**config.mk**
```make
export PLATFORM = sky130hd
export DESIGN_NAME = polygon_point_containment
export DESIGN_NICKNAME = d
export VERILOG_FILES = /design/src/ppc_pkg.sv /design/src/polygon_point_containment.sv
export SDC_FILE = /design/constraint.sdc
export NUM_CORES = 2
export LEC_CHECK = 0
export BUFFER_PORTS_ARGS = -buffer_cell sky130_fd_sc_hd__buf_2
export CAP_MARGIN = 20
export CORE_MARGIN = 5
export CORE_UTILIZATION = 58
export CTS_CLUSTER_DIAMETER = 100
export DETAILED_ROUTE_END_ITERATION = 10
export GPL_ROUTABILITY_DRIVEN = 0
export MAX_ROUTING_LAYER = met4
export PLACE_DENSITY = 0.77
export SETUP_SLACK_MARGIN = 0.05
export SLEW_MARGIN = 20
export SYNTH_ARGS = -nofsm -noshare
export SYNTH_HDL_FRONTEND = slang
export SYNTH_SLANG_ARGS = --single-unit
```
**constraint.sdc**
```tcl
create_clock -name clk -period 6.3 [get_ports clk]
set_input_delay 0.63 -clock clk [delete_from_list [all_inputs] [get_ports clk]]
set_output_delay 0.63 -clock clk [all_outputs]
set_load 0.02 [all_outputs]
```
**src/ppc_pkg.sv**
```systemverilog
// Shared constants and types for the polygon point containment block.
// Self-contained; imported by polygon_point_containment.

package ppc_pkg;

    localparam int DEF_MAX_VERTICES = 16;
    localparam int DEF_COORD_BITS   = 16;

    // A polygon needs at least this many vertices to enclose anything
    localparam int MIN_POLY = 3;

    typedef enum logic [1:0] {
        OP_CLEAR  = 2'd0,
        OP_APPEND = 2'd1,
        OP_TEST   = 2'd2,
        OP_BOX    = 2'd3
    } op_t;

endpackage

```
**src/polygon_point_containment.sv**
```systemverilog
// Polygon vertex store with crossing-number point test and bounding box query.
// Depends on ppc_pkg for default sizes, the minimum polygon size and operation codes.
//
//  channel   handshake            payload
//  --------  -------------------  ------------------------------------------------
//  command   start, busy          operation, coord_x, coord_y
//  result    done (one cycle)     inside_res, box_empty, box_x, box_y, box_w,
//                                 box_h, vertex_total, status
//
// Clear, append, a short test and an empty box query never enter the walk; busy stays low.
// A point test or box query walks the vertex memory, one read per cycle over
// vertex_total + 1 addresses, then drains through the difference, multiply and
// compare stages.
// busy is high during the walk. rst_n clears the vertex count; the store is not cleared.
// done cannot be held off by the receiver; results are taken in the cycle they show.

module polygon_point_containment
    import ppc_pkg::*;
#(
    parameter int MAX_VERTICES = DEF_MAX_VERTICES,
    parameter int COORD_BITS   = DEF_COORD_BITS,
    localparam int CNT_W       = $clog2(MAX_VERTICES + 1)
)
(
    input  logic                         clk,
    input  logic                         rst_n,
    input  logic                         start,
    output logic                         busy,
    input  logic [1:0]                   operation,
    input  logic signed [COORD_BITS-1:0] coord_x,
    input  logic signed [COORD_BITS-1:0] coord_y,
    output logic                         done,
    output logic                         inside_res,
    output logic                         box_empty,
    output logic signed [COORD_BITS-1:0] box_x,
    output logic signed [COORD_BITS-1:0] box_y,
    output logic [COORD_BITS-1:0]        box_w,
    output logic [COORD_BITS-1:0]        box_h,
    output logic [CNT_W-1:0]             vertex_total,
    output logic                         status
);

    localparam int AW     = $clog2(MAX_VERTICES);
    localparam int STEP_W = $clog2(MAX_VERTICES + 2);
    localparam int DW     = COORD_BITS + 1;
    localparam int PW     = 2 * DW;

    typedef enum logic {
        ST_IDLE,
        ST_WALK
    } state_t;

    state_t                  state_reg;
    logic [CNT_W-1:0]        count_reg;
    logic [STEP_W-1:0]       step_reg;
    logic                    mode_box_reg;
    logic                    s1_valid_reg;
    logic                    s1_first_reg;
    logic                    s2_valid_reg;
    logic                    s3_valid_reg;
    logic                    done_reg;
    logic                    inside_reg;
    logic                    empty_reg;
    logic signed [COORD_BITS-1:0] box_x_reg;
    logic signed [COORD_BITS-1:0] box_y_reg;
    logic [COORD_BITS-1:0]   box_w_reg;
    logic [COORD_BITS-1:0]   box_h_reg;
    logic [CNT_W-1:0]        total_reg;
    logic                    status_reg;

    // vertex memories
    logic signed [COORD_BITS-1:0] mem_x [MAX_VERTICES];
    logic signed [COORD_BITS-1:0] mem_y [MAX_VERTICES];
    logic signed [COORD_BITS-1:0] rd_x_reg;
    logic signed [COORD_BITS-1:0] rd_y_reg;

    // datapath
    logic signed [COORD_BITS-1:0] px_reg;
    logic signed [COORD_BITS-1:0] py_reg;
    logic signed [COORD_BITS-1:0] prev_x_reg;
    logic signed [COORD_BITS-1:0] prev_y_reg;
    logic signed [COORD_BITS-1:0] min_x_reg;
    logic signed [COORD_BITS-1:0] max_x_reg;
    logic signed [COORD_BITS-1:0] min_y_reg;
    logic signed [COORD_BITS-1:0] max_y_reg;
    logic signed [DW-1:0]    dx_reg;
    logic signed [DW-1:0]    dy_reg;
    logic signed [DW-1:0]    lx_reg;
    logic signed [DW-1:0]    ly_reg;
    logic                    s2_cross_reg;
    logic                    s2_dypos_reg;
    logic signed [PW-1:0]    pa_reg;
    logic signed [PW-1:0]    pb_reg;
    logic                    s3_cross_reg;
    logic                    s3_dypos_reg;
    logic                    inside_acc_reg;
    logic                    inside_next;

    logic                    accept;
    logic                    full;
    logic                    wr_en;
    logic                    rd_en;
    logic [AW-1:0]           rd_addr;
    logic [CNT_W-1:0]        cnt_m1;
    logic [STEP_W-1:0]       step_m1;
    logic                    walk_end;
    logic signed [PW-1:0]    pa_next;
    logic signed [PW-1:0]    pb_next;
    logic                    hit;
    op_t                     op;

    assign op       = op_t'(operation);
    assign busy     = (state_reg == ST_WALK);
    assign accept   = start && !busy;
    assign full     = (count_reg == CNT_W'(MAX_VERTICES));
    assign wr_en    = accept && (op == OP_APPEND) && !full;

    // first read fetches the closing vertex, then vertices in order
    assign cnt_m1   = count_reg - 1'b1;
    assign step_m1  = step_reg - 1'b1;
    assign rd_addr  = (step_reg == '0) ? cnt_m1[AW-1:0] : step_m1[AW-1:0];
    assign rd_en    = busy && (step_reg <= STEP_W'(count_reg));
    assign walk_end = busy && (step_reg > STEP_W'(count_reg))
                      && !s1_valid_reg && !s2_valid_reg && !s3_valid_reg;

    assign pa_next  = lx_reg * dy_reg;
    assign pb_next  = dx_reg * ly_reg;
    assign hit      = s3_dypos_reg ? (pa_reg < pb_reg) : (pb_reg < pa_reg);
    assign inside_next = inside_acc_reg ^ (s3_valid_reg && s3_cross_reg && hit);

    always_ff @(posedge clk)
    begin
        if (wr_en)
        begin
            mem_x[count_reg[AW-1:0]] <= coord_x;
            mem_y[count_reg[AW-1:0]] <= coord_y;
        end
        if (rd_en)
        begin
            rd_x_reg <= mem_x[rd_addr];
            rd_y_reg <= mem_y[rd_addr];
        end
    end

    // edge pipeline and box accumulators
    always_ff @(posedge clk)
    begin
        if (accept)
        begin
            px_reg         <= coord_x;
            py_reg         <= coord_y;
            inside_acc_reg <= 1'b0;
        end
        else
        begin
            inside_acc_reg <= inside_next;
        end

        if (s1_valid_reg)
        begin
            prev_x_reg <= rd_x_reg;
            prev_y_reg <= rd_y_reg;
            if (s1_first_reg)
            begin
                min_x_reg <= rd_x_reg;
                max_x_reg <= rd_x_reg;
                min_y_reg <= rd_y_reg;
                max_y_reg <= rd_y_reg;
            end
            else
            begin
                if (rd_x_reg < min_x_reg) min_x_reg <= rd_x_reg;
                if (rd_x_reg > max_x_reg) max_x_reg <= rd_x_reg;
                if (rd_y_reg < min_y_reg) min_y_reg <= rd_y_reg;
                if (rd_y_reg > max_y_reg) max_y_reg <= rd_y_reg;
            end
            // current vertex is i, previous is j
            dx_reg       <= DW'(prev_x_reg) - DW'(rd_x_reg);
            dy_reg       <= DW'(prev_y_reg) - DW'(rd_y_reg);
            lx_reg       <= DW'(px_reg) - DW'(rd_x_reg);
            ly_reg       <= DW'(py_reg) - DW'(rd_y_reg);
            s2_cross_reg <= (rd_y_reg > py_reg) != (prev_y_reg > py_reg);
            s2_dypos_reg <= prev_y_reg > rd_y_reg;
        end

        pa_reg       <= pa_next;
        pb_reg       <= pb_next;
        s3_cross_reg <= s2_cross_reg;
        s3_dypos_reg <= s2_dypos_reg;
    end

    always_ff @(posedge clk or negedge rst_n)
    begin
        if (!rst_n)
        begin
            state_reg    <= ST_IDLE;
            count_reg    <= '0;
            step_reg     <= '0;
            mode_box_reg <= 1'b0;
            s1_valid_reg <= 1'b0;
            s1_first_reg <= 1'b0;
            s2_valid_reg <= 1'b0;
            s3_valid_reg <= 1'b0;
            done_reg     <= 1'b0;
            inside_reg   <= 1'b0;
            empty_reg    <= 1'b0;
            box_x_reg    <= '0;
            box_y_reg    <= '0;
            box_w_reg    <= '0;
            box_h_reg    <= '0;
            total_reg    <= '0;
            status_reg   <= 1'b0;
        end
        else
        begin
            done_reg     <= 1'b0;
            s1_valid_reg <= rd_en;
            s1_first_reg <= rd_en && (step_reg == '0);
            s2_valid_reg <= s1_valid_reg && !s1_first_reg && !mode_box_reg;
            s3_valid_reg <= s2_valid_reg;
            if (rd_en)
                step_reg <= step_reg + 1'b1;

            unique case (state_reg)
                ST_IDLE:
                begin
                    if (accept)
                    begin
                        inside_reg <= 1'b0;
                        empty_reg  <= 1'b0;
                        box_x_reg  <= '0;
                        box_y_reg  <= '0;
                        box_w_reg  <= '0;
                        box_h_reg  <= '0;
                        status_reg <= 1'b0;
                        total_reg  <= count_reg;
                        step_reg   <= '0;
                        unique case (op)
                            OP_CLEAR:
                            begin
                                count_reg <= '0;
                                total_reg <= '0;
                                done_reg  <= 1'b1;
                            end
                            OP_APPEND:
                            begin
                                if (full)
                                begin
                                    status_reg <= 1'b1;
                                end
                                else
                                begin
                                    count_reg <= count_reg + 1'b1;
                                    total_reg <= count_reg + 1'b1;
                                end
                                done_reg <= 1'b1;
                            end
                            OP_TEST:
                            begin
                                mode_box_reg <= 1'b0;
                                if (count_reg < CNT_W'(MIN_POLY))
                                    done_reg <= 1'b1;
                                else
                                    state_reg <= ST_WALK;
                            end
                            OP_BOX:
                            begin
                                mode_box_reg <= 1'b1;
                                if (count_reg == '0)
                                begin
                                    empty_reg <= 1'b1;
                                    done_reg  <= 1'b1;
                                end
                                else
                                begin
                                    state_reg <= ST_WALK;
                                end
                            end
                            default:
                            begin
                                done_reg <= 1'b1;
                            end
                        endcase
                    end
                end
                ST_WALK:
                begin
                    if (walk_end)
                    begin
                        if (mode_box_reg)
                        begin
                            box_x_reg <= min_x_reg;
                            box_y_reg <= min_y_reg;
                            box_w_reg <= COORD_BITS'(max_x_reg - min_x_reg);
                            box_h_reg <= COORD_BITS'(max_y_reg - min_y_reg);
                        end
                        else
                        begin
                            inside_reg <= inside_acc_reg;
                        end
                        done_reg  <= 1'b1;
                        state_reg <= ST_IDLE;
                    end
                end
                default:
                begin
                    state_reg <= ST_IDLE;
                end
            endcase
        end
    end

    assign done         = done_reg;
    assign inside_res   = inside_reg;
    assign box_empty    = empty_reg;
    assign box_x        = box_x_reg;
    assign box_y        = box_y_reg;
    assign box_w        = box_w_reg;
    assign box_h        = box_h_reg;
    assign vertex_total = total_reg;
    assign status       = status_reg;

endmodule

```
# After elaboration in Yosys (flattened, before gate mapping)

Memory sizes are Yosys's and may differ from the RTL's. A register that Yosys moved wholly into a read port is not among the register bits.
Cells that the tools add are included.

Add/subtract/negate cells: 10
Multiply operators: 2
Magnitude comparators: 12
Equal/unequal tests: 10
Mux-type cells: 50
Bitwise gates (word level): 2
Reduce and logical (&&, ||, !) cells: 39

Operator list:

| operator                                                            | number |
|---|---|
| 16-bit 2-to-1 mux                                                   | 17 |
| 16-bit case mux with 2 select lines                                 | 4 |
| 16-bit greater-than comparator                                      | 5 |
| 34-bit less-than comparator                                         | 2 |
| 17-bit by 17-bit multiplier with 34-bit output                      | 2 |
| 16-bit by 16-bit subtractor with 17-bit output                      | 4 |
| 16-bit less-than comparator                                         | 2 |
| 16-bit subtractor                                                   | 2 |
| 5-bit 2-to-1 mux                                                    | 4 |
| 1-bit 2-to-1 mux                                                    | 17 |
| 1-bit logical AND                                                   | 13 |
| 2-bit nonzero test                                                  | 6 |
| 5-bit by 1-bit adder with 5-bit output (second input constant)      | 2 |
| 5-bit zero test                                                     | 2 |
| 1-bit case mux with 2 select lines                                  | 5 |
| 5-bit case mux with 2 select lines                                  | 1 |
| 2-bit AND reduction                                                 | 5 |
| 3-bit AND reduction                                                 | 3 |
| 4-bit by 1-bit subtractor with 4-bit output (second input constant) | 2 |
| 1-bit zero test                                                     | 7 |
| 2-bit inequality test (second input constant)                       | 3 |
| 5-bit == test (second input constant)                               | 1 |
| 5-bit greater-than comparator                                       | 1 |
| 5-bit less-or-equal comparator                                      | 1 |
| other kinds (12)                                                    | 14 |

Register bits after elaboration: 353
Memory bits (writable): 512
Bits of input ports: 37
Output and inout bits: 74
Word-level logic and storage cells: 162
Memories: 2

Memories:

| memory | words | width | read ports | clocked after Yosys merged registers in | wr ports | RTL line                        | source |
|---|---|---|---|---|---|---|---|
| mem_x  | 16    | 16    | 1          | 1                                       | 1        | polygon_point_containment.sv:72 | `logic signed [COORD_BITS-1:0] mem_x [MAX_VERTICES];` |
| mem_y  | 16    | 16    | 1          | 1                                       | 1        | polygon_point_containment.sv:73 | `logic signed [COORD_BITS-1:0] mem_y [MAX_VERTICES];` |

# Depth between registers and ports, before layout

Depth in word-level cells: 7
Gate-level depth with buffers: 25
Gate-level depth less buffers: 23

# Worst setup path after synthesis

No wires, ideal clock.

Kind: register -> register
Start: register dx_reg[16]
End: register pb_reg[33]
Library setup time: 86 ps
Arrival: 5840 ps
Required time: 6214 ps
Path slack: 375 ps
Stages on the path, launching flop included: 20
Buffers on the path: 1
Clock period less this slack: 5925 ps
Cells stage by stage: edfxtp_1 > clkbuf_1 > nand2_1 > inv_1 > fa_1 > fa_1 > fa_1 > fa_1 > fa_1 > inv_1 > fa_1 > inv_1 > ha_1 > nand2_1 > or3_1 > o211a_1 > o21ai_1 > a31o_2 > nand2_1 > a211oi_1

Word-level cells in the longest chain between the ends: 1

RTL lines:

| element                                        | RTL line                         | source |
|---|---|---|
| start, declared                                | polygon_point_containment.sv:86  | `logic signed [DW-1:0] dx_reg;` |
| start signal, assigned                         | polygon_point_containment.sv:178 | `dx_reg <= DW'(prev_x_reg) - DW'(rd_x_reg);` |
| 17-bit by 17-bit multiplier with 34-bit output | polygon_point_containment.sv:127 | `assign pb_next = dx_reg * ly_reg;` |
| net pb_next[33]                                | polygon_point_containment.sv:108 | `logic signed [PW-1:0] pb_next;` |
| end signal, assigned                           | polygon_point_containment.sv:187 | `pb_reg <= pb_next;` |
| end, declared                                  | polygon_point_containment.sv:93  | `logic signed [PW-1:0] pb_reg;` |

The timed path passes the listed nets, and every way through them passes these cells.
A chain may end at the register's enable or synchronous reset.

# Worst setup path after layout

Start: register ly_reg[6]
End: register pb_reg[32]

Word-level cells in the longest chain between the ends: 1

RTL lines:

| element                                        | RTL line                         | source |
|---|---|---|
| start, declared                                | polygon_point_containment.sv:89  | `logic signed [DW-1:0] ly_reg;` |
| start signal, assigned                         | polygon_point_containment.sv:181 | `ly_reg <= DW'(py_reg) - DW'(rd_y_reg);` |
| 17-bit by 17-bit multiplier with 34-bit output | polygon_point_containment.sv:127 |  |
| net pb_next[32]                                | polygon_point_containment.sv:108 |  |

The timed path passes the listed nets, and every way through them passes these cells.

==> impl_results.rst <==
.. list-table::
   :header-rows: 1

   * - Metric
     - Value
   * - Status
     - finished, final reports clean
   * - Setup slack, reg-to-reg
     - 230 ps
   * - Synthesis-stage register bit count
     - 897
   * - Critical path's top delay family
     - adder cells
   * - First-pass GRT wire length
     - 228000 um
   * - Required arrival time at the worst endpoint
     - 6850 ps
   * - Remaining global-route overflow
     - 0
   * - Via count of the first global-routing pass
     - 40300
   * - TritonCTS Buffers
     - 92
   * - Layout overhead on the synthesized area
     - 10.9%
   * - Clock-pin slew on the worst setup and hold paths
     - 60 ps
   * - Clock latency on the worst-skew pair
     - 690 ps
   * - Number of nets produced by synthesis
     - 5908
   * - Chip Height
     - 333 um
   * - Unrepaired setup endpoints after global routing
     - true
   * - Cell at the root of the clock tree
     - sky130_fd_sc_hd__clkbuf_16
   * - Crit path cell chain
     - buf_4 -> and2_1 -> fa_1 -> inv_1 -> fa_1 -> fa_1 -> inv_1 -> ha_1 -> fa_1 -> inv_1 -> fa_1 -> inv_1 -> ha_1 -> a211o_1 -> o31ai_2 -> o31ai_4 -> a31oi_4 -> o2111ai_2 -> a31oi_2 -> o21ai_1 -> xor2_1
   * - Hold violation count in the final report
     - 0
   * - Clock Skew
     - 46.6 ps
   * - Yosys warnings
     - 0
   * - Commonest non-fill, non-tap cell in the layout
     - sky130_fd_sc_hd__inv_1
   * - Flip-flop cell with the highest count after synthesis
     - sky130_fd_sc_hd__edfxtp_1
   * - Total routed wirelength
     - 148000 um
   * - Worst Hold Launch
     - operation[1]
   * - Number of antenna violations at the first check in global routing
     - 13
   * - Cell at the slowest stage of the critical path
     - sky130_fd_sc_hd__edfxtp_1
   * - Post-synth EDFFs
     - 742
   * - Most frequent CP cell
     - sky130_fd_sc_hd__fa_1
   * - Die span in x
     - 333 um
   * - Path type of the worst setup path
     - flip-flop to flip-flop
   * - Antenna-violating nets left
     - 0
   * - Capture endpoint of the worst hold path
     - mode_box_reg
   * - Fraction of final layout cells with drive strength greater than 1
     - 12.4%
   * - Worst Path Arrival
     - 6620 ps
   * - Placed wire-length estimate
     - 106000 um
   * - H-tree lvl count
     - 3
   * - Final worst path period share
     - 96.4%
   * - Total global routing track utilization
     - 27.5%
   * - Critical Path Max Stage Delay
     - 550 ps
   * - Period minus WS final
     - 6070 ps
   * - Average cell area after synthesis
     - 12.4 sq um
   * - Maximum number of pins on one net before global-route repair
     - 97
   * - Via count of the routed design
     - 38600
   * - Type of element launching the critical path
     - flip-flop
   * - Launch point of the critical path
     - ly_reg[6]
   * - Max-Slew Margin vs Limit
     - 28.6%
   * - First-pass DRT Iterations
     - 6
   * - Row Count
     - 118
   * - Class of the worst hold path
     - input port to flip-flop
   * - Post-synth design cell area
     - 0.0604 sq mm
   * - Seq/Total Area, Yosys
     - 42.7%
   * - Cell count after synthesis
     - 4883
   * - Peak Freq
     - 0.165 GHz
   * - Number of nets at the end of the flow
     - 6160
   * - Avg WL per Cell
     - 22.4 um
   * - Critical register-to-register path endpoint
     - pb_reg[32]
   * - Number of cells traversed by the worst hold path
     - 3
   * - CTS tree
     - done
   * - Number of clock sinks
     - 897
   * - Top-level I/O count
     - 111
   * - Share of flip-flops with an asynchronous set or reset
     - 9.36%
   * - Placeable core region
     - 0.103 sq mm
   * - Commonest non-fill, non-tap cells in the layout
     - 822 x sky130_fd_sc_hd__inv_1, 742 x sky130_fd_sc_hd__edfxtp_1, 595 x sky130_fd_sc_hd__fa_1
   * - Max-cap violation count
     - 0
   * - Endpoint type of the worst setup path
     - flip-flop
   * - R2r startpoint
     - ly_reg[6]
   * - Actual slew at the worst max-slew pin
     - 1070 ps
   * - Final setup violation count
     - 0
   * - Count of buffering cells on the critical path with inverters included
     - 5
   * - Sum Neg Setup Slack
     - 0 ps
   * - Number of pins exceeding their max-slew limit in the final report
     - 0
   * - Total of buffers placed on input and output ports
     - 110
   * - Remaining design rule violation count
     - 0
   * - Starting density of the core
     - 58.4%
   * - Iter 0 DRT Violations
     - 3698
   * - Full die area
     - 0.111 sq mm
   * - Max clock buf depth
     - 3
   * - R2r worst-path depth
     - 21
   * - Max Fanout on Critical Path
     - 8
   * - DR vias/cell
     - 5.85
   * - Distinct cells, synth
     - 96
## per-stage QoR
step           area [sq um]  worst slack [ps]  hold slack (ps)  std cells  util [%]
2_1_floorplan         60400               375              323       4883         -
3_3_place_gp          63100               207              325       6346      61.0
3_5_place_dp          63100              46.3              328       6346      61.0
4_1_cts               66300              54.0              208       6523      64.0
5_1_grt               67000              21.9              249       6605      64.8
6_report              67000               229              237       6606      64.8
## how the worst max path moves through the flow
stage / slack [ps] / end / cells after the start
global route: 20 / pa_reg[31] / 20
floorplan: 370 / pb_reg[33] / 19
global placement: 210 / pa_reg[31] / 21
finish: 230 / pb_reg[32] / 21
detailed placement: 50 / pa_reg[31] / 21
CTS: 50 / pb_reg[32] / 21
## cells by family after synthesis
kind of cell	share of synthesized area, %
AND/OR/NAND/NOR	9.79
flip-flops	42.7
AO/OA/AOI/OAI	6.02
XOR/XNOR	1.97
adder cells (fa/ha/maj)	27.9
multiplexers	5.45
buffers and inverters	6.20
## repair_timing
item | 4_1_cts | 5_1_grt
buffers inserted | 3 | 71
hold endpoints to repair | 15 | 0
hold buffers | 1 | 0
resized for setup | 1 | 15
gates cloned | 0 | 0
setup endpoints to repair | 2 | 21
pin swaps | 0 | 4
## worst min-delay path, stage by stage
cell	delay [ps]
sky130_fd_sc_hd__buf_2	120
sky130_fd_sc_hd__nand3_1	80
sky130_fd_sc_hd__nand2_1	50
## cells in the mapped netlist, drive strengths merged, types with 72 or more instances
master | number | area, sq um
xnor2 | 90 | 788
o21ai | 145 | 744
inv | 823 | 3090
clkbuf | 123 | 462
dfrtp | 84 | 2100
nand2 | 369 | 1390
edfxtp | 742 | 22300
and2 | 291 | 1820
ha | 390 | 4880
nand3 | 98 | 490
nor2 | 139 | 532
fa | 598 | 12000
a21oi | 152 | 768
mux4 | 128 | 2880
nor2b | 72 | 458
## routing by layer
| metal | share of wire (%) | track usage (%) |
|---|---|---|
| met1 | 39 | 35.7 |
| met2 | 48 | 43.5 |
| met3 | 9.0 | 5.58 |
| met4 | 4.1 | 9.89 |
| met5 | 0 | - |
## final cells by class
type / count / area [sq um]
fillers: 7376 / 36500
clock inverters: 46 / 505
inverters: 824 / 3090
clock buffers: 127 / 2600
multi-input cells: 3016 / 31000
repair buffers: 304 / 2210
well taps: 1380 / 1730
diodes: 12 / 30.0
flip-flops and latches: 897 / 25800
Power is not shown: default switching activity piles up to over one toggle a cycle in this logic, so the estimate is an artifact.
